### config.mk
export PLATFORM = sky130hd
export DESIGN_NAME = two_sensor_pass_sequencer
export DESIGN_NICKNAME = d
export VERILOG_FILES = /design/src/sv/tsps_pkg.sv /design/src/sv/tsps_step.sv /design/src/sv/two_sensor_pass_sequencer.sv
export SDC_FILE = /design/constraint.sdc
export NUM_CORES = 1
export LEC_CHECK = 0
export CAP_MARGIN = 30
export CORE_MARGIN = 8
export CORE_UTILIZATION = 60
export DETAILED_ROUTE_END_ITERATION = 16
export DONT_BUFFER_PORTS = 1
export PLACE_DENSITY_LB_ADDON = 0.12
export SLEW_MARGIN = 15
export SYNTH_ARGS = -nofsm -noshare
export SYNTH_HDL_FRONTEND = slang
export SYNTH_HIERARCHICAL = 1
export SYNTH_SLANG_ARGS = --single-unit
### constraint.sdc
create_clock -name i_clk -period 25.3 [get_ports i_clk]
set_input_delay 1.265 -clock i_clk [delete_from_list [all_inputs] [get_ports i_clk]]
set_output_delay 1.265 -clock i_clk [all_outputs]
set_load 0.01 [all_outputs]
### src/sv/tsps_pkg.sv
// ----------------------------------------------------------------------------
// tsps_pkg: shared types and constants of the two-sensor pass sequencer
// Holds the sensor and request codes, the register indexes and the structs
// that carry configuration, sequencer state and one result between modules.
// ----------------------------------------------------------------------------
package tsps_pkg;

    localparam int SENSOR_COUNT = 2;
    localparam int TIME_BITS    = 32;
    localparam int IDX_BITS     = (SENSOR_COUNT > 1) ? $clog2(SENSOR_COUNT) : 1;
    localparam int CUR_BITS     = $clog2(SENSOR_COUNT + 1);
    localparam int DIST_BITS    = 16;
    localparam int HIT_BITS     = 8;
    localparam int NOW_BITS     = 32;

    // Sensor states.
    localparam logic [1:0] ST_WAIT   = 2'd0;
    localparam logic [1:0] ST_ACTIVE = 2'd1;
    localparam logic [1:0] ST_DONE   = 2'd2;

    // Request kinds.
    localparam logic [1:0] REQ_TICK    = 2'd0;
    localparam logic [1:0] REQ_NOTICE  = 2'd1;
    localparam logic [1:0] REQ_RESTART = 2'd2;

    // Configuration register indexes.
    localparam int CFG_ADDR_BITS = 3;
    localparam int CFG_DATA_BITS = 32;
    localparam logic [CFG_ADDR_BITS-1:0] CFG_TRIGGER   = 3'd0;
    localparam logic [CFG_ADDR_BITS-1:0] CFG_CLAMP     = 3'd1;
    localparam logic [CFG_ADDR_BITS-1:0] CFG_HITS      = 3'd2;
    localparam logic [CFG_ADDR_BITS-1:0] CFG_DELAY     = 3'd3;
    localparam logic [CFG_ADDR_BITS-1:0] CFG_TIMEOUT   = 3'd4;
    localparam logic [CFG_ADDR_BITS-1:0] CFG_FIRST     = 3'd5;
    localparam logic [CFG_ADDR_BITS-1:0] CFG_HAS_NEXT  = 3'd6;

    localparam logic [CUR_BITS-1:0] CUR_NONE = CUR_BITS'(SENSOR_COUNT);
    localparam logic [HIT_BITS-1:0] HIT_MAX  = {HIT_BITS{1'b1}};

    typedef struct packed {
        logic [DIST_BITS-1:0] trigger_level;
        logic [DIST_BITS-1:0] clamp_level;
        logic [HIT_BITS-1:0]  hits_needed;
        logic [15:0]          arm_delay;
        logic [31:0]          idle_timeout;
        logic                 is_first_stage;
        logic                 has_next_stage;
    } t_cfg;

    typedef struct packed {
        logic [SENSOR_COUNT-1:0][1:0]         status;
        logic [SENSOR_COUNT-1:0][HIT_BITS-1:0] hits;
        logic [CUR_BITS-1:0]                  cur;
        logic                                 pend;
        logic [IDX_BITS-1:0]                  pend_idx;
        logic [TIME_BITS-1:0]                 pend_due;
        logic [TIME_BITS-1:0]                 last_act;
    } t_state;

    typedef struct packed {
        logic [1:0]           active_index;
        logic [1:0]           first_state;
        logic [1:0]           second_state;
        logic [DIST_BITS-1:0] shown_distance;
        logic                 did_activate;
        logic                 did_confirm;
        logic                 group_done;
        logic                 track_done;
        logic                 did_reset;
    } t_result;

endpackage

### src/sv/tsps_step.sv
// ----------------------------------------------------------------------------
// tsps_step: next-state and result logic for one request
// Takes the current sequencer state and one request and returns the state
// after it together with the result it produces.
// ----------------------------------------------------------------------------
module tsps_step (
    input  tsps_pkg::t_cfg                    i_cfg,
    input  tsps_pkg::t_state                  i_state,
    input  logic [1:0]                        i_req_type,
    input  logic [tsps_pkg::NOW_BITS-1:0]     i_now_ms,
    input  logic [tsps_pkg::DIST_BITS-1:0]    i_distance,
    output tsps_pkg::t_state                  o_state,
    output tsps_pkg::t_result                 o_result
);

    tsps_pkg::t_state                     st;
    logic [tsps_pkg::TIME_BITS-1:0]       now;
    logic [tsps_pkg::TIME_BITS-1:0]       due_diff;
    logic [tsps_pkg::TIME_BITS-1:0]       idle_diff;
    logic [tsps_pkg::TIME_BITS-1:0]       due_new;
    logic [tsps_pkg::IDX_BITS-1:0]        idx;
    logic [tsps_pkg::DIST_BITS-1:0]       dist_c;
    logic [tsps_pkg::HIT_BITS-1:0]        h;
    logic [tsps_pkg::DIST_BITS-1:0]       shown;
    logic act, conf, grp, trk, rst;

    assign now     = tsps_pkg::TIME_BITS'(i_now_ms);
    assign due_new = now + tsps_pkg::TIME_BITS'(i_cfg.arm_delay);
    assign dist_c  = (i_distance > i_cfg.clamp_level) ? i_cfg.clamp_level : i_distance;

    always_comb begin
        st        = i_state;
        act       = 1'b0;
        conf      = 1'b0;
        grp       = 1'b0;
        trk       = 1'b0;
        rst       = 1'b0;
        shown     = '0;
        idx       = '0;
        h         = '0;
        due_diff  = now - i_state.pend_due;
        idle_diff = '0;

        case (i_req_type)
            tsps_pkg::REQ_TICK: begin
                // A pending activation fires once its due time is not in the future.
                if (st.pend && !due_diff[tsps_pkg::TIME_BITS-1]) begin
                    st.pend               = 1'b0;
                    st.status[st.pend_idx] = tsps_pkg::ST_ACTIVE;
                    st.hits[st.pend_idx]   = '0;
                    st.cur                = tsps_pkg::CUR_BITS'(st.pend_idx);
                    st.last_act           = now;
                    act                   = 1'b1;
                end
                idle_diff = now - st.last_act;
                if (st.cur < tsps_pkg::CUR_NONE &&
                    idle_diff >= tsps_pkg::TIME_BITS'(i_cfg.idle_timeout)) begin
                    rst = 1'b1;
                end else if (st.cur < tsps_pkg::CUR_NONE) begin
                    idx   = st.cur[tsps_pkg::IDX_BITS-1:0];
                    shown = dist_c;
                    h     = st.hits[idx];
                    if (dist_c <= i_cfg.trigger_level) begin
                        if (h != tsps_pkg::HIT_MAX) begin
                            h = h + 1'b1;
                        end
                        st.last_act = now;
                    end else begin
                        h = '0;
                    end
                    st.hits[idx] = h;
                    if (h >= i_cfg.hits_needed) begin
                        conf            = 1'b1;
                        st.cur          = tsps_pkg::CUR_NONE;
                        st.status[idx]  = tsps_pkg::ST_DONE;
                        if (int'(idx) < tsps_pkg::SENSOR_COUNT - 1 &&
                            st.status[idx + 1'b1] == tsps_pkg::ST_WAIT) begin
                            st.pend     = 1'b1;
                            st.pend_idx = idx + 1'b1;
                            st.pend_due = due_new;
                        end else if (i_cfg.has_next_stage) begin
                            grp = 1'b1;
                        end else begin
                            trk = 1'b1;
                        end
                    end
                end
            end
            tsps_pkg::REQ_NOTICE: begin
                if (!i_cfg.is_first_stage) begin
                    st.pend     = 1'b1;
                    st.pend_idx = '0;
                    st.pend_due = due_new;
                end
            end
            tsps_pkg::REQ_RESTART: begin
                rst = 1'b1;
            end
            default: begin
            end
        endcase

        // Full clear, shared by the idle timeout and the restart request.
        if (rst) begin
            st.cur      = tsps_pkg::CUR_NONE;
            st.pend     = 1'b0;
            st.status   = '0;
            st.hits     = '0;
            st.last_act = now;
            if (i_cfg.is_first_stage) begin
                st.status[0] = tsps_pkg::ST_ACTIVE;
                st.cur       = '0;
                act          = 1'b1;
            end
        end
    end

    assign o_state = st;

    always_comb begin
        o_result.active_index   = 2'(st.cur);
        o_result.first_state    = st.status[0];
        o_result.second_state   = (tsps_pkg::SENSOR_COUNT > 1) ?
                                  st.status[tsps_pkg::SENSOR_COUNT - 1] : 2'd0;
        o_result.shown_distance = shown;
        o_result.did_activate   = act;
        o_result.did_confirm    = conf;
        o_result.group_done     = grp;
        o_result.track_done     = trk;
        o_result.did_reset      = rst;
    end

endmodule

### src/sv/two_sensor_pass_sequencer.sv
// ----------------------------------------------------------------------------
// two_sensor_pass_sequencer: sequencing of two distance sensors on a pass
// Accepts ticks, upstream notices and restarts and returns one result per
// request with the sensor states and the events of that step.
// ----------------------------------------------------------------------------
//  channel   direction  handshake              payload
//  s         in         i_s_tvalid/o_s_tready  tuser req_type, tdata now, dist
//  m         out        o_m_tvalid/i_m_tready  tdata sensor states and events
//  cfg       in         i_cfg_we               i_cfg_addr, i_cfg_wdata
//
// One transaction per cycle: the request is decoded and the state updated in
// the cycle it is accepted, and its result appears in the output register on
// the next cycle. The output register stalls only the input while it is full
// and not taken. Synchronous active-low reset restores the register defaults,
// clears all sensors and leaves no sensor active.
// ----------------------------------------------------------------------------
module two_sensor_pass_sequencer (
    input  logic        i_clk,
    input  logic        i_rst_n,
    input  logic        i_s_tvalid,
    output logic        o_s_tready,
    // [31:0] now_ms, [47:32] distance
    input  logic [47:0] i_s_tdata,
    // [1:0] req_type
    input  logic [1:0]  i_s_tuser,
    output logic        o_m_tvalid,
    input  logic        i_m_tready,
    // [1:0] active_index, [3:2] first_state, [5:4] second_state,
    // [21:6] shown_distance, [22] did_activate, [23] did_confirm,
    // [24] group_done, [25] track_done, [26] did_reset, [31:27] zero
    output logic [31:0] o_m_tdata,
    input  logic        i_cfg_we,
    input  logic [tsps_pkg::CFG_ADDR_BITS-1:0] i_cfg_addr,
    input  logic [tsps_pkg::CFG_DATA_BITS-1:0] i_cfg_wdata
);

    tsps_pkg::t_cfg    r_cfg;
    tsps_pkg::t_state  r_state;
    tsps_pkg::t_state  n_state;
    tsps_pkg::t_result r_out;
    tsps_pkg::t_result n_out;
    logic              r_out_valid;
    logic              s_accept;

    assign o_s_tready = !r_out_valid || i_m_tready;
    assign s_accept   = i_s_tvalid && o_s_tready;

    tsps_step u_step (
        .i_cfg      (r_cfg),
        .i_state    (r_state),
        .i_req_type (i_s_tuser),
        .i_now_ms   (i_s_tdata[31:0]),
        .i_distance (i_s_tdata[47:32]),
        .o_state    (n_state),
        .o_result   (n_out)
    );

    always_ff @(posedge i_clk) begin
        if (!i_rst_n) begin
            r_cfg.trigger_level    <= 16'd100;
            r_cfg.clamp_level      <= 16'd200;
            r_cfg.hits_needed      <= 8'd5;
            r_cfg.arm_delay        <= 16'd800;
            r_cfg.idle_timeout     <= 32'd15000;
            r_cfg.is_first_stage   <= 1'b1;
            r_cfg.has_next_stage   <= 1'b1;
        end else if (i_cfg_we) begin
            case (i_cfg_addr)
                tsps_pkg::CFG_TRIGGER:  r_cfg.trigger_level    <= i_cfg_wdata[15:0];
                tsps_pkg::CFG_CLAMP:    r_cfg.clamp_level      <= i_cfg_wdata[15:0];
                tsps_pkg::CFG_HITS:     r_cfg.hits_needed      <= i_cfg_wdata[7:0];
                tsps_pkg::CFG_DELAY:    r_cfg.arm_delay        <= i_cfg_wdata[15:0];
                tsps_pkg::CFG_TIMEOUT:  r_cfg.idle_timeout     <= i_cfg_wdata[31:0];
                tsps_pkg::CFG_FIRST:    r_cfg.is_first_stage   <= i_cfg_wdata[0];
                tsps_pkg::CFG_HAS_NEXT: r_cfg.has_next_stage   <= i_cfg_wdata[0];
                default: begin
                end
            endcase
        end
    end

    always_ff @(posedge i_clk) begin
        if (!i_rst_n) begin
            r_state.status   <= '0;
            r_state.hits     <= '0;
            r_state.cur      <= tsps_pkg::CUR_NONE;
            r_state.pend     <= 1'b0;
            r_state.pend_idx <= '0;
            r_state.pend_due <= '0;
            r_state.last_act <= '0;
            r_out_valid      <= 1'b0;
        end else if (s_accept) begin
            r_state     <= n_state;
            r_out_valid <= 1'b1;
        end else if (i_m_tready) begin
            r_out_valid <= 1'b0;
        end
    end

    always_ff @(posedge i_clk) begin
        if (s_accept) begin
            r_out <= n_out;
        end
    end

    assign o_m_tvalid = r_out_valid;
    assign o_m_tdata  = {5'd0, r_out.did_reset, r_out.track_done, r_out.group_done,
                         r_out.did_confirm, r_out.did_activate, r_out.shown_distance,
                         r_out.second_state, r_out.first_state, r_out.active_index};

endmodule

# ---- Yosys cells after proc, flatten, opt, wreduce, memory -nomap -nowiden
# Cells that the tools add are included.
dict set report totals {
  reg_bits 206
  input_bits 90
}
dict set report op_classes {
  add_sub_neg 5
  n_lt_le_gt_ge 11
  eq_ne 15
  mux 48
  bitwise_logic 11
  n_reduce_logical 28
}
# op n
set op_table {}
lappend op_table {{88-bit 2-to-1 mux} 2}
lappend op_table {{32-bit 2-to-1 mux} 5}
lappend op_table {{8-bit 2-to-1 mux} 9}
lappend op_table {{23-bit 2-to-1 mux} 3}
lappend op_table {{34-bit 2-to-1 mux} 2}
lappend op_table {{34-bit case mux with 2 select lines} 1}
lappend op_table {{32-bit subtractor} 2}
lappend op_table {{36-bit 2-to-1 mux} 1}
lappend op_table {{32-bit by 16-bit adder with 32-bit output} 1}
lappend op_table {{32-bit greater-or-equal comparator} 1}
lappend op_table {{22-bit 2-to-1 mux} 1}
lappend op_table {{16-bit AND} 1}
lappend op_table {{16-bit bitwise mux} 1}
lappend op_table {{8-bit demux with 1-bit select} 2}
lappend op_table {{16-bit greater-than comparator} 1}
lappend op_table {{16-bit <= comparator} 1}
lappend op_table {{16-bit 2-to-1 mux} 1}
lappend op_table {{16-bit NOT} 1}
lappend op_table {{2-bit AND reduction} 8}
lappend op_table {{1-bit 2-to-1 mux} 11}
lappend op_table {{2-bit 2-to-1 mux} 5}
lappend op_table {{3-bit equality test (second input constant)} 3}
lappend op_table {{8-bit by 1-bit adder with 8-bit output (second input constant)} 1}
lappend op_table {{8-bit greater-or-equal comparator} 1}
lappend op_table {{other kinds (31)} 53}

# ---- Depth between registers and ports, before layout
# Gate-level depths: netlist of run 1.
dict set report depth {
  ltp_word 24
  ltp_mapped 42
  mapped_depth_nobuf 40
}

# ---- Hierarchy
# The synthesis of run 1 kept the hierarchy.
# module n_inst cells_each area_each_um2
set by_module_without_submodules {}
lappend by_module_without_submodules {tsps_step 1 1107 7519.7}
lappend by_module_without_submodules {two_sensor_pass_sequencer 1 768 7516.0}

# ---- Worst setup path before layout of run 1
# Ideal clock, no wire load.
dict set report synth_path {
  kind {input to register}
  from {input i_s_tdata[29]}
  to {register r_state[25] (netlist bit)}
  setup_ps 126
  t_arrival_ps 8904
  required_ps 25174
  path_slack_ps 16269
  cell_stages 36
  path_cell_list {ha_1 > a21oi_2 > nand2_1 > a221o_1 > a211o_1 > a211o_1 > nand2_1 > clkbuf_1 > clkbuf_1 > mux2i_1 > ha_1 > a2111o_1 > o22ai_1 > o21a_1 > o32ai_1 > a211o_1 > nand2_1 > a21oi_1 > o31ai_1 > mux2i_1 > nand2_1 > ha_1 > a21o_1 > a21o_1 > a21o_1 > a211o_1 > o2111ai_1 > a31oi_1 > a2111o_1 > a21oi_2 > nand2_1 > o21bai_2 > buf_2 > mux2_1 > nand2_1 > mux2i_1}
}
# item line
set synth_lines {}
lappend synth_lines {{from (decl)} two_sensor_pass_sequencer.sv:23} ;# input logic [47:0] i_s_tdata,
lappend synth_lines {{to (signal assigned)} two_sensor_pass_sequencer.sv:93} ;# r_state <= n_state;
lappend synth_lines {{to (decl)} two_sensor_pass_sequencer.sv:38} ;# tsps_pkg::t_state r_state;

==> load_flow_metrics.sql, run 1 <==
INSERT INTO impl_metrics (metric_group, metric, value, unit) VALUES
('pwr', 'power.sequential.fraction', '0.412', ''),
('pwr', 'sw_frac_of_total', '0.286', ''),
('clocking', 'max-clock-path-buffers', '3', ''),
('hold_path', 'hold_depth', '2', ''),
('critical_path', 'worstReg2RegStart', 'r_state[61]', ''),
('critical_path', 'critical_path_required', '25.74', 'ns'),
('global_routing', 'grt_start_max_net_pins', '299', ''),
('pwr', 'pwr-share-comb', '0.196', ''),
('clocking', 'tritoncts', 'yes', ''),
('critical_path', 'path_max_fanout', '61', ''),
('pwr', 'leakagePower', '6.47', 'nW'),
('logic_synthesis', 'synthesis.area_per_instance', '8.02', 'um^2'),
('floorplanning', 'die_area', '30400', 'um^2'),
('route', 'post_drt_via_cell_ratio', '5.81', ''),
('logic_synthesis', 'ys_seq_area_frac', '0.292', ''),
('hold_path', 'hold_path_end', 'r_cfg[29]', ''),
('status', 'outcome', 'completed', ''),
('global_routing', 'grt_util_all_layers', '0.241', ''),
('clocking', 'worst_skew_pair.late_latency', '0.54', 'ns'),
('logic_synthesis', 'yosys_register_bits', '206', ''),
('route', 'drtIter0Drc', '864', ''),
('critical_path', 'standard_cell_with_the_maximum_stage_delay_on_the_critical_path', 'nor4_1', ''),
('flow_run', 'max_cap_viol_count', '0', ''),
('layout', 'finish.net_count', '2054', ''),
('floorplanning', 'initial_core_util', '0.604', ''),
('hold_path', 'timing.hold.worst.start', 'r_cfg[29]', ''),
('floorplanning', 'rows', '58', ''),
('critical_path', 'critical_path_arrival', '9.84', 'ns'),
('critical_path', 'timing.critical_path.mode_cell', 'nand2_1', ''),
('place', 'dpl_wire_length', '27900', 'um'),
('route', 'dr.pass1.iters', '5', ''),
('route', 'antenna_violating_nets_post_route', '0', ''),
('pwr', 'switching_power', '243', 'uW'),
('floorplanning', 'dieHeight', '174', 'um'),
('sta', 'final.period_utilization', '0.371', ''),
('place', 'post_dp_cell_area', '15000', 'um^2'),
('pwr', 'cellPowerDensity', '53.6', 'nW/um^2'),
('critical_path', 'timing.setup.critical_path_class', 'input pin to flip-flop', ''),
('critical_path', 'cp-startpoint', 'i_s_tdata[29]', ''),
('clocking', 'clk_root_buffer_cell', 'clkbuf_16', ''),
('sta', 'report.final.slew_viol_count', '0', ''),
('logic_synthesis', 'count_of_different_cell_masters_after_synthesis', '85', ''),
('pwr', 'pint', '606', 'uW'),
('pwr', 'vdd_ir_max', '52.9', 'uV'),
('clocking', 'cts_repair_resize_count', '0', ''),
('place', 'finalWeightedCongestion', '0.911', ''),
('critical_path', 'end_kind', 'flip-flop', ''),
('layout', 'p_r_area_growth_vs_syn', '5.28', '%'),
('layout', 'layout-drive-gt1-share', '0.0508', ''),
('layout', 'diodes', '0', ''),
('route', 'num_vias', '12500', ''),
('sta', 'final.min_clock_period', '9.40', 'ns'),
('place', 'io_buffer_count', '0', ''),
('global_routing', 'overflow', '0', ''),
('logic_synthesis', 'instance_count_of_the_mapped_netlist', '1875', ''),
('route', 'avgRoutedWirePerCell', '17.5', 'um'),
('hold_path', 'hold_path.class', 'flip-flop to flip-flop', ''),
('critical_path', 'regToRegEndpoint', 'r_state[61]', ''),
('sta', 'slew_headroom', '0.381', ''),
('logic_synthesis', 'synth_area', '15000', 'um^2'),
('pwr', 'pwr-share-clk', '0.392', ''),
('critical_path', 'critPathMaxStageDelay', '0.80', 'ns'),
('logic_synthesis', 'synth_edf_count', '27', ''),
('route', 'drt-total-wl', '37700', 'um'),
('critical_path', 'rrSetupSlack', '16.21', 'ns'),
('global_routing', 'grt_pass1_wl', '61200', 'um'),
('route', 'drc', '0', ''),
('logic_synthesis', 'synth_top_flop_cell', 'dfxtp_1', ''),
('sta', 'finalHoldViolCount', '0', ''),
('layout', 'final_common_cell', 'nand2_1', ''),
('sta', 'clk_skew', '0.0180', 'ns');
[flip-flops by register name, indices dropped and copies added (netlist names)]
register	flops
o_m_tdata	27
o_m_tvalid	1
r_cfg	90
r_state	88
[layout make-up]
class                   instances  area (um^2)  share of cell area
clock buffers                  34          699              0.0442
flip-flops and latches        206         4390               0.278
repair buffers                 10         95.1             0.00601
well taps                     330          413              0.0261
multi-input cells            1440         9670               0.611
inverters                     130          488              0.0308
clock inverters                 9         67.6             0.00427
[cell usage after synthesis (all sizes together), types with 35 or more instances]
| cell | instances | area [um^2] |
|---|---|---|
| a21oi | 96 | 492 |
| buf | 49 | 304 |
| clkbuf | 54 | 203 |
| dfxtp | 179 | 3580 |
| ha | 150 | 1880 |
| inv | 129 | 484 |
| mux2i | 135 | 1350 |
| nand2 | 339 | 1270 |
| nand3 | 118 | 626 |
| nor2 | 86 | 330 |
| nor2b | 38 | 238 |
| o21ai | 151 | 797 |
| xnor2 | 35 | 307 |
[through the flow]
stage               hold slack, ns  cells  power (mW)   util  setup slack (ns)
floorplan                    0.430   1879       0.492      -             16.27
global placement             0.439   2115       0.516  0.604             15.80
detailed placement           0.444   2115       0.520  0.604             15.51
CTS                          0.452   2158       0.855  0.635             15.98
global route                 0.471   2159       0.891  0.636             15.21
finish                       0.448   2159       0.849  0.636             15.90
[layer usage]
layer | vias to the layer above | track usage | wire length [um]
li1 | 6381 | - | -
met1 | 5799 | 0.337 | 18100
met2 | 314 | 0.370 | 16200
met3 | 53 | 0.0549 | 2630
met4 | 0 | 0.0606 | 809
met5 | - | 0 | 0
[worst max-delay path: cells and delay by family]
family / cells / cell delay (ns)
compound gates: 18 / 3.59
buf+inv: 2 / 0.84
simple gates: 11 / 2.43
fa+ha+maj: 3 / 0.89
mux: 3 / 0.74
[worst max path at each step]
stage,end,cells after the start,slack (ns)
global route,r_state[61],37,15.21
detailed placement,r_state[43],37,15.51
global placement,r_state[43],37,15.80
CTS,r_state[61],37,15.98
finish,r_state[61],37,15.90
floorplan,r_state[25],36,16.27
[logic make-up (layout without fill, tap and decap cells)]
group	count (synthesis)	in the layout	share of synthesized area
AO/OA/AOI/OAI	379	379	0.161
XOR/XNOR	54	54	0.0315
adder cells (fa/ha/maj)	152	152	0.127
buffers and inverters	233	183	0.0662
flip-flops	206	206	0.292
multiplexers	166	166	0.113
other	1	5	0.000249
AND/OR/NAND/NOR	684	684	0.209
[power groups by stage]
stage	combinational, mW	clock (mW)	sequential [mW]
finish	0.167	0.333	0.349
floorplan	0.138	0	0.354
global placement	0.160	0	0.356
CTS	0.165	0.341	0.349
detailed placement	0.164	0	0.357
global route	0.187	0.354	0.350
Note: power is estimated with default switching activity, not from simulation.
==> inputs of run 2 (changes only) <==
Settings changed: CORE_UTILIZATION 60 to 59.
Clock period 25.3 ns to 7.7 ns, I/O delays scaled along.
==> run 2 against run 1 <==
Net effect:
- the flow now finishes with violations (setup timing)
- clock-buffer cell count fell by 1
- cell area increased by 14%
- register-to-register slack worse by 16 ns
- die area increased by 1.5%
- worst hold slack worse by 0.43 ns
- non-clock buffer count up 133
- combinational power rose to 4.1 times the previous value
- flip-flop and latch count unchanged
- first-iteration DRC count up 38%
- global-route usage up 1.2 points
- total power increased to 3.7 times the previous value
- setup slack got worse by 16 ns
- critical path type is now flip-flop to flip-flop
==> load_flow_metrics.sql, run 2 (synthesized netlist as in run 1, its figures left out) <==
INSERT INTO impl_metrics (metric_group, metric, value, unit) VALUES
('clocking', 'tritoncts', 'yes', ''),
('pwr', 'vdd_ir_max', '176', 'uV'),
('sta', 'achievable_clock_frequency', '0.128', 'GHz'),
('status', 'outcome', 'finished, violations left', ''),
('sta', 'whs', '0.0205', 'ns'),
('clocking', 'ctsHtreeMaxLevel', '1', ''),
('critical_path', 'timing.setup.critical_path_class', 'flip-flop to flip-flop', ''),
('status', 'violations', 'setup timing', ''),
('global_routing', 'overflow', '0', ''),
('sta', 'slew_headroom', '0.472', ''),
('critical_path', 'standard_cell_with_the_maximum_stage_delay_on_the_critical_path', 'a2111o_2', ''),
('layout', 'layout_common_cells', '310 x nand2_1, 168 x dfxtp_1, 139 x ha_1', ''),
('sta', 'clk_skew', '0.0134', 'ns'),
('clocking', 'sink_count', '206', ''),
('critical_path', 'timing.critical_path.mode_cell', 'buf_4', ''),
('global_routing', 'grt_pass1_wl', '65000', 'um'),
('floorplanning', 'floorplan.io_pins', '124', ''),
('floorplanning', 'die_area', '30800', 'um^2'),
('route', 'drt-total-wl', '42700', 'um'),
('floorplanning', 'initial_core_util', '0.599', ''),
('floorplanning', 'dieWidth', '176', 'um'),
('sta', 'finalHoldViolCount', '0', ''),
('place', 'io_buffer_count', '0', ''),
('layout', 'diodes', '0', ''),
('hold_path', 'timing.hold.worst.start', 'i_rst_n', ''),
('layout', 'multi_input_comb_area', '10400', 'um^2'),
('route', 'antenna_violating_nets_post_route', '0', ''),
('hold_path', 'hold_path.class', 'input pin to flip-flop', ''),
('layout', 'finish.cell_count_without_fillers', '2292', ''),
('place', 'dpl_wire_length', '28900', 'um'),
('floorplanning', 'rows', '58', ''),
('clocking', 'max-clock-path-buffers', '3', ''),
('floorplanning', 'area_of_the_core', '25100', 'um^2'),
('route', 'avgRoutedWirePerCell', '18.6', 'um'),
('sta', 'final.min_clock_period', '7.82', 'ns'),
('sta', 'grt_setup_unrepaired', 'yes', ''),
('critical_path', 'crit_buf_inv', '11', ''),
('route', 'dr.pass1.iters', '7', ''),
('clocking', 'clkTransAtPathRegs', '0.06', 'ns'),
('layout', 'largest_register_ff_count', '90', ''),
('critical_path', 'critical_path.top_delay_family', 'compound AO/OA/AOI/OAI gates', ''),
('clocking', 'cts-buffers-inserted', '24', ''),
('clocking', 'clk_root_buffer_cell', 'clkbuf_16', ''),
('sta', 'fin_tns_setup', '-1.96', 'ns'),
('layout', 'fillcell_total', '1993', ''),
('critical_path', 'crit_path_start_kind', 'flip-flop', ''),
('sta', 'report.final.setup_viol', '53', ''),
('critical_path', 'regToRegEndpoint', 'r_state[65]', ''),
('critical_path', 'critical_path_required', '8.15', 'ns'),
('pwr', 'cellPowerDensity', '172', 'nW/um^2'),
('global_routing', 'antenna_found_initial', '0', ''),
('route', 'drtIter0Drc', '1188', ''),
('critical_path', 'critical_path_arrival', '8.26', 'ns'),
('layout', 'layout-drive-gt1-share', '0.178', ''),
('hold_path', 'hold_path_end', 'r_state[28]', ''),
('floorplanning', 'dieHeight', '176', 'um'),
('flow_run', 'max_cap_viol_count', '0', ''),
('layout', 'p_r_area_growth_vs_syn', '19.9', '%'),
('layout', 'finish.net_count', '2187', ''),
('critical_path', 'path_max_fanout', '5', ''),
('critical_path', 'worstSetupPathDepth', '46', ''),
('layout', 'final_common_cell', 'nand2_1', ''),
('pwr', 'leakagePower', '7.48', 'nW'),
('critical_path', 'worst_r2r_path_depth', '46', ''),
('sta', 'timing_worst_slew_pin_value', '0.790', 'ns'),
('sta', 'report.final.slew_viol_count', '0', ''),
('layout', 'most_flops_register', 'r_cfg', ''),
('sta', 'layout_setup_ws', '-0.116', 'ns'),
('route', 'post_drt_via_cell_ratio', '5.96', ''),
('layout', 'final-seq-area', '4410', 'um^2'),
('critical_path', 'critPathMaxStageDelay', '0.55', 'ns'),
('global_routing', 'vias_in_the_first_global_route', '12600', ''),
('route', 'drc', '0', ''),
('critical_path', 'rrSetupSlack', '-0.12', 'ns'),
('place', 'finalWeightedCongestion', '0.919', ''),
('clocking', 'worst_skew_pair.late_latency', '0.54', 'ns'),
('critical_path', 'worstReg2RegStart', 'r_state[58]', ''),
('global_routing', 'grt_start_max_net_pins', '281', ''),
('route', 'num_vias', '13700', ''),
('global_routing', 'grt_util_all_layers', '0.254', ''),
('hold_path', 'hold_depth', '2', ''),
('critical_path', 'end_kind', 'flip-flop', ''),
('place', 'placed_cells', '2188', ''),
('sta', 'final.period_utilization', '1.02', '');
[run 2: where the power goes]
part	total (mW)	switching, mW	internal [mW]
Sequential	1.15	0.0278	1.12
Clock	1.27	0.478	0.790
Combinational	0.686	0.361	0.325
[run 2: metrics by stage]
stage                     cell area [um^2]   util  worst slack [ns]  power (mW)
after floorplan                      15100      -            0.0142        1.62
after global placement               15700  0.623           -0.0550        1.73
after detailed placement             15700  0.624            -0.265        1.75
after CTS                            17200  0.685          -0.00743        3.05
after global routing                 18000  0.718            -0.363        3.23
final                                18000  0.718            -0.116        3.10
[run 2: area by class of cell]
cell class | instances | area share
Clock buffer | 33 | 0.0402
Sequential cell | 206 | 0.244
Inverter | 130 | 0.0271
Clock inverter | 10 | 0.00881
Multi-Input combinational cell | 1440 | 0.575
Timing Repair Buffer | 143 | 0.0811
Tap cell | 330 | 0.0229
[run 2: worst max-delay path by stage]
| stage | slack [ns] | end | start |
|---|---|---|---|
| final | -0.12 | r_state[65] | r_state[58] |
| after global routing | -0.36 | r_state[65] | r_state[58] |
| after CTS | -0.007 | r_state[65] | r_state[52] |
| after detailed placement | -0.26 | r_state[57] | i_s_tdata[22] |
| after global placement | -0.06 | r_state[61] | i_s_tdata[22] |
| after floorplan | 0.01 | r_state[25] | i_s_tdata[29] |
[run 2: what timing repair did]
item	in CTS	in global routing
hold buffers	32	0
gates resized for setup	24	185
hold endpoints to repair	38	0
pin swaps	14	85
buffers inserted	12	12
setup endpoints to repair	88	115
gates cloned	3	5
[run 2: layer usage]
layer	up-vias	routed length, um	share of wire	global-route usage
li1	6654	-	-	-
met1	6457	19500	0.46	0.358
met2	469	19300	0.45	0.393
met3	78	2930	0.069	0.0438
met4	0	883	0.021	0.0675
met5	-	0	0	0
==> inputs of run 3 (changes only) <==
Settings changed: HOLD_SLACK_MARGIN from default to 0.05.
==> run 3 against run 2 <==
Net effect:
- the run still ends with setup timing left
- sequential power hardly changed
- setup slack got worse by 0.11 ns
- total power increased by 1.4%
- clock skew decreased by 0.0039 ns
- clock power is essentially flat
- sequential share of layout area down 1.8 points
- critical path depth shrank 3
- global-route usage up 1.3 points
- via count up 6.0%
==> load_flow_metrics.sql, run 3 (synthesized netlist as in run 1, its figures left out) <==
INSERT INTO impl_metrics (metric_group, metric, value, unit) VALUES
('status', 'outcome', 'finished, violations left', ''),
('status', 'violations', 'setup timing', ''),
('route', 'met1Wirelength', '20200', 'um'),
('sta', 'report.final.slew_viol_count', '0', ''),
('clocking', 'worst_skew_pair.late_latency', '0.54', 'ns'),
('route', 'drt-total-wl', '46100', 'um'),
('hold_path', 'hold_path_end', 'r_state[27]', ''),
('sta', 'achievable_clock_frequency', '0.126', 'GHz'),
('layout', 'finish.net_count', '2325', ''),
('sta', 'final.min_clock_period', '7.93', 'ns'),
('sta', 'slew_headroom', '0.471', ''),
('layout', 'p_r_area_growth_vs_syn', '29.5', '%'),
('route', 'antenna_violating_nets_post_route', '0', ''),
('layout', 'fillcell_total', '1777', ''),
('pwr', 'leakagePower', '7.83', 'nW'),
('route', 'met2_length', '21100', 'um'),
('critical_path', 'timing.setup.critical_path_class', 'flip-flop to flip-flop', ''),
('floorplanning', 'floorplan.io_pins', '124', ''),
('clocking', 'cts-buffers-inserted', '24', ''),
('layout', 'postLayoutCoreUtil', '0.775', ''),
('global_routing', 'grt_pass1_wl', '68700', 'um'),
('critical_path', 'regToRegEndpoint', 'r_state[33]', ''),
('critical_path', 'rrSetupSlack', '-0.23', 'ns'),
('route', 'detailroute.wirelength.met3', '3360', 'um'),
('route', 'num_vias', '14500', ''),
('sta', 'layout_setup_ws', '-0.226', 'ns'),
('route', 'topRoutingLayerUsed', 'met5', ''),
('global_routing', 'vias_in_the_first_global_route', '13600', ''),
('pwr', 'post-layout-total-power', '3.15', 'mW'),
('clocking', 'tritoncts', 'yes', ''),
('sta', 'finalHoldViolCount', '0', ''),
('critical_path', 'critPathMaxStageDelay', '0.55', 'ns'),
('pwr', 'vdd_ir_max', '178', 'uV'),
('floorplanning', 'initial_core_util', '0.599', ''),
('clocking', 'clkTransAtPathRegs', '0.06', 'ns'),
('floorplanning', 'dieHeight', '176', 'um'),
('pwr', 'cellPowerDensity', '162', 'nW/um^2'),
('critical_path', 'cp-startpoint', 'r_state[52]', ''),
('global_routing', 'overflow', '0', ''),
('critical_path', 'end_kind', 'flip-flop', ''),
('layout', 'final_common_cell', 'nand2_1', ''),
('critical_path', 'critical_path_arrival', '8.38', 'ns'),
('layout', 'final_area', '19500', 'um^2'),
('route', 'post_drt_via_cell_ratio', '5.96', ''),
('layout', 'most_flops_register', 'r_cfg', ''),
('floorplanning', 'rows', '58', ''),
('global_routing', 'antenna_found_initial', '1', ''),
('place', 'io_buffer_count', '0', ''),
('sta', 'final.period_utilization', '1.03', ''),
('place', 'post_dp_cell_area', '15700', 'um^2'),
('global_routing', 'grt_start_max_net_pins', '299', ''),
('clocking', 'max-clock-path-buffers', '3', ''),
('floorplanning', 'dieWidth', '176', 'um'),
('route', 'drc', '0', ''),
('hold_path', 'hold_path.class', 'input pin to flip-flop', ''),
('route', 'avgRoutedWirePerCell', '19.0', 'um'),
('clocking', 'ctsHtreeMaxLevel', '1', ''),
('sta', 'grt_setup_unrepaired', 'yes', ''),
('layout', 'largest_register_ff_count', '90', ''),
('sta', 'report.final.setup_viol', '75', ''),
('critical_path', 'worstReg2RegStart', 'r_state[52]', ''),
('critical_path', 'crit_path_start_kind', 'flip-flop', ''),
('sta', 'timing_worst_slew_pin_value', '0.793', 'ns'),
('hold_path', 'hold_depth', '2', ''),
('global_routing', 'grt_util_all_layers', '0.267', ''),
('hold_path', 'timing.hold.worst.start', 'i_rst_n', ''),
('layout', 'diodes', '0', ''),
('clocking', 'sink_count', '206', ''),
('route', 'dr.pass1.iters', '6', ''),
('sta', 'clk_skew', '0.00949', 'ns'),
('clocking', 'clk_root_buffer_cell', 'clkbuf_16', ''),
('place', 'dpl_wire_length', '28900', 'um'),
('floorplanning', 'die_area', '30800', 'um^2'),
('critical_path', 'path_max_fanout', '5', ''),
('critical_path', 'critical_path_required', '8.15', 'ns'),
('flow_run', 'max_cap_viol_count', '0', ''),
('layout', 'layout_common_cells', '302 x nand2_1, 167 x dfxtp_1, 164 x dlygate4sd3_1', ''),
('critical_path', 'standard_cell_with_the_maximum_stage_delay_on_the_critical_path', 'a2111o_2', ''),
('floorplanning', 'area_of_the_core', '25100', 'um^2'),
('route', 'drtIter0Drc', '1479', ''),
('place', 'finalWeightedCongestion', '0.919', ''),
('place', 'post_place_worst_slack', '-0.265', 'ns'),
('critical_path', 'worst_r2r_path_depth', '43', ''),
('layout', 'layout-drive-gt1-share', '0.175', '');
[run 3: cell count changes in the layout (fill, tap and decap cells not counted), sizes merged]
cell         previous run  this run
dlygate4sd3            32       164
buf                   106       110
clkbuf                 38        40
[run 3: cell type report]
| cell class | instances | area (um^2) | share of cell area |
|---|---|---|---|
| flip-flops and latches | 206 | 4410 | 0.227 |
| clock buffers | 33 | 726 | 0.0373 |
| multi-input cells | 1440 | 10400 | 0.534 |
| well taps | 330 | 413 | 0.0212 |
| repair buffers | 281 | 2880 | 0.148 |
| clock inverters | 10 | 159 | 0.00816 |
| inverters | 130 | 488 | 0.0251 |
[run 3: worst max-delay path, delay by kind of cell, from the launching register on]
kind | cells | cell delay (ns)
fa+ha+maj | 4 | 1.09
simple gates | 9 | 1.08
compound gates | 20 | 4.06
mux | 1 | 0.21
flops | 1 | 0.34
buf+inv | 9 | 1.06
[run 3: how the worst max path moves through the flow]
stage | end | slack (ns) | cells past startpoint
after floorplan | r_state[25] | 0.01 | 37
after global placement | r_state[61] | -0.06 | 37
after detailed placement | r_state[57] | -0.26 | 41
after CTS | r_state[65] | -0.007 | 41
after global routing | r_state[65] | -0.50 | 45
final | r_state[33] | -0.23 | 43
[run 3: power by group]
part           internal (mW)  switching, mW  total [mW]
sequential              1.12         0.0283        1.15
combinational          0.347          0.370       0.717
clock                  0.790          0.490        1.28
[run 3: repair_timing]
item                                    CTS  global route
hold endpoints to repair                134            22
endpoints found under the setup margin   88           115
buffers inserted                         12            17
gates resized for setup                  24           198
gates cloned                              3             8
hold buffers                            162             2
pin swaps                                14            84
[run 3: layer usage]
metal | vias to the layer above | track usage
li1 | 6935 | -
met1 | 6878 | 0.363
met2 | 552 | 0.431
met3 | 109 | 0.0442
met4 | 2 | 0.0745
met5 | - | 0
[run 3: metrics by stage]
stage	setup TNS, ns	hold slack, ns	cells
after floorplan	0	0.430	1879
after global placement	-0.684	0.437	2187
after detailed placement	-13.62	0.443	2188
after CTS	-0.0148	-0.0114	2408
after global routing	-32.75	0.0373	2430
final	-10.33	0.0204	2430
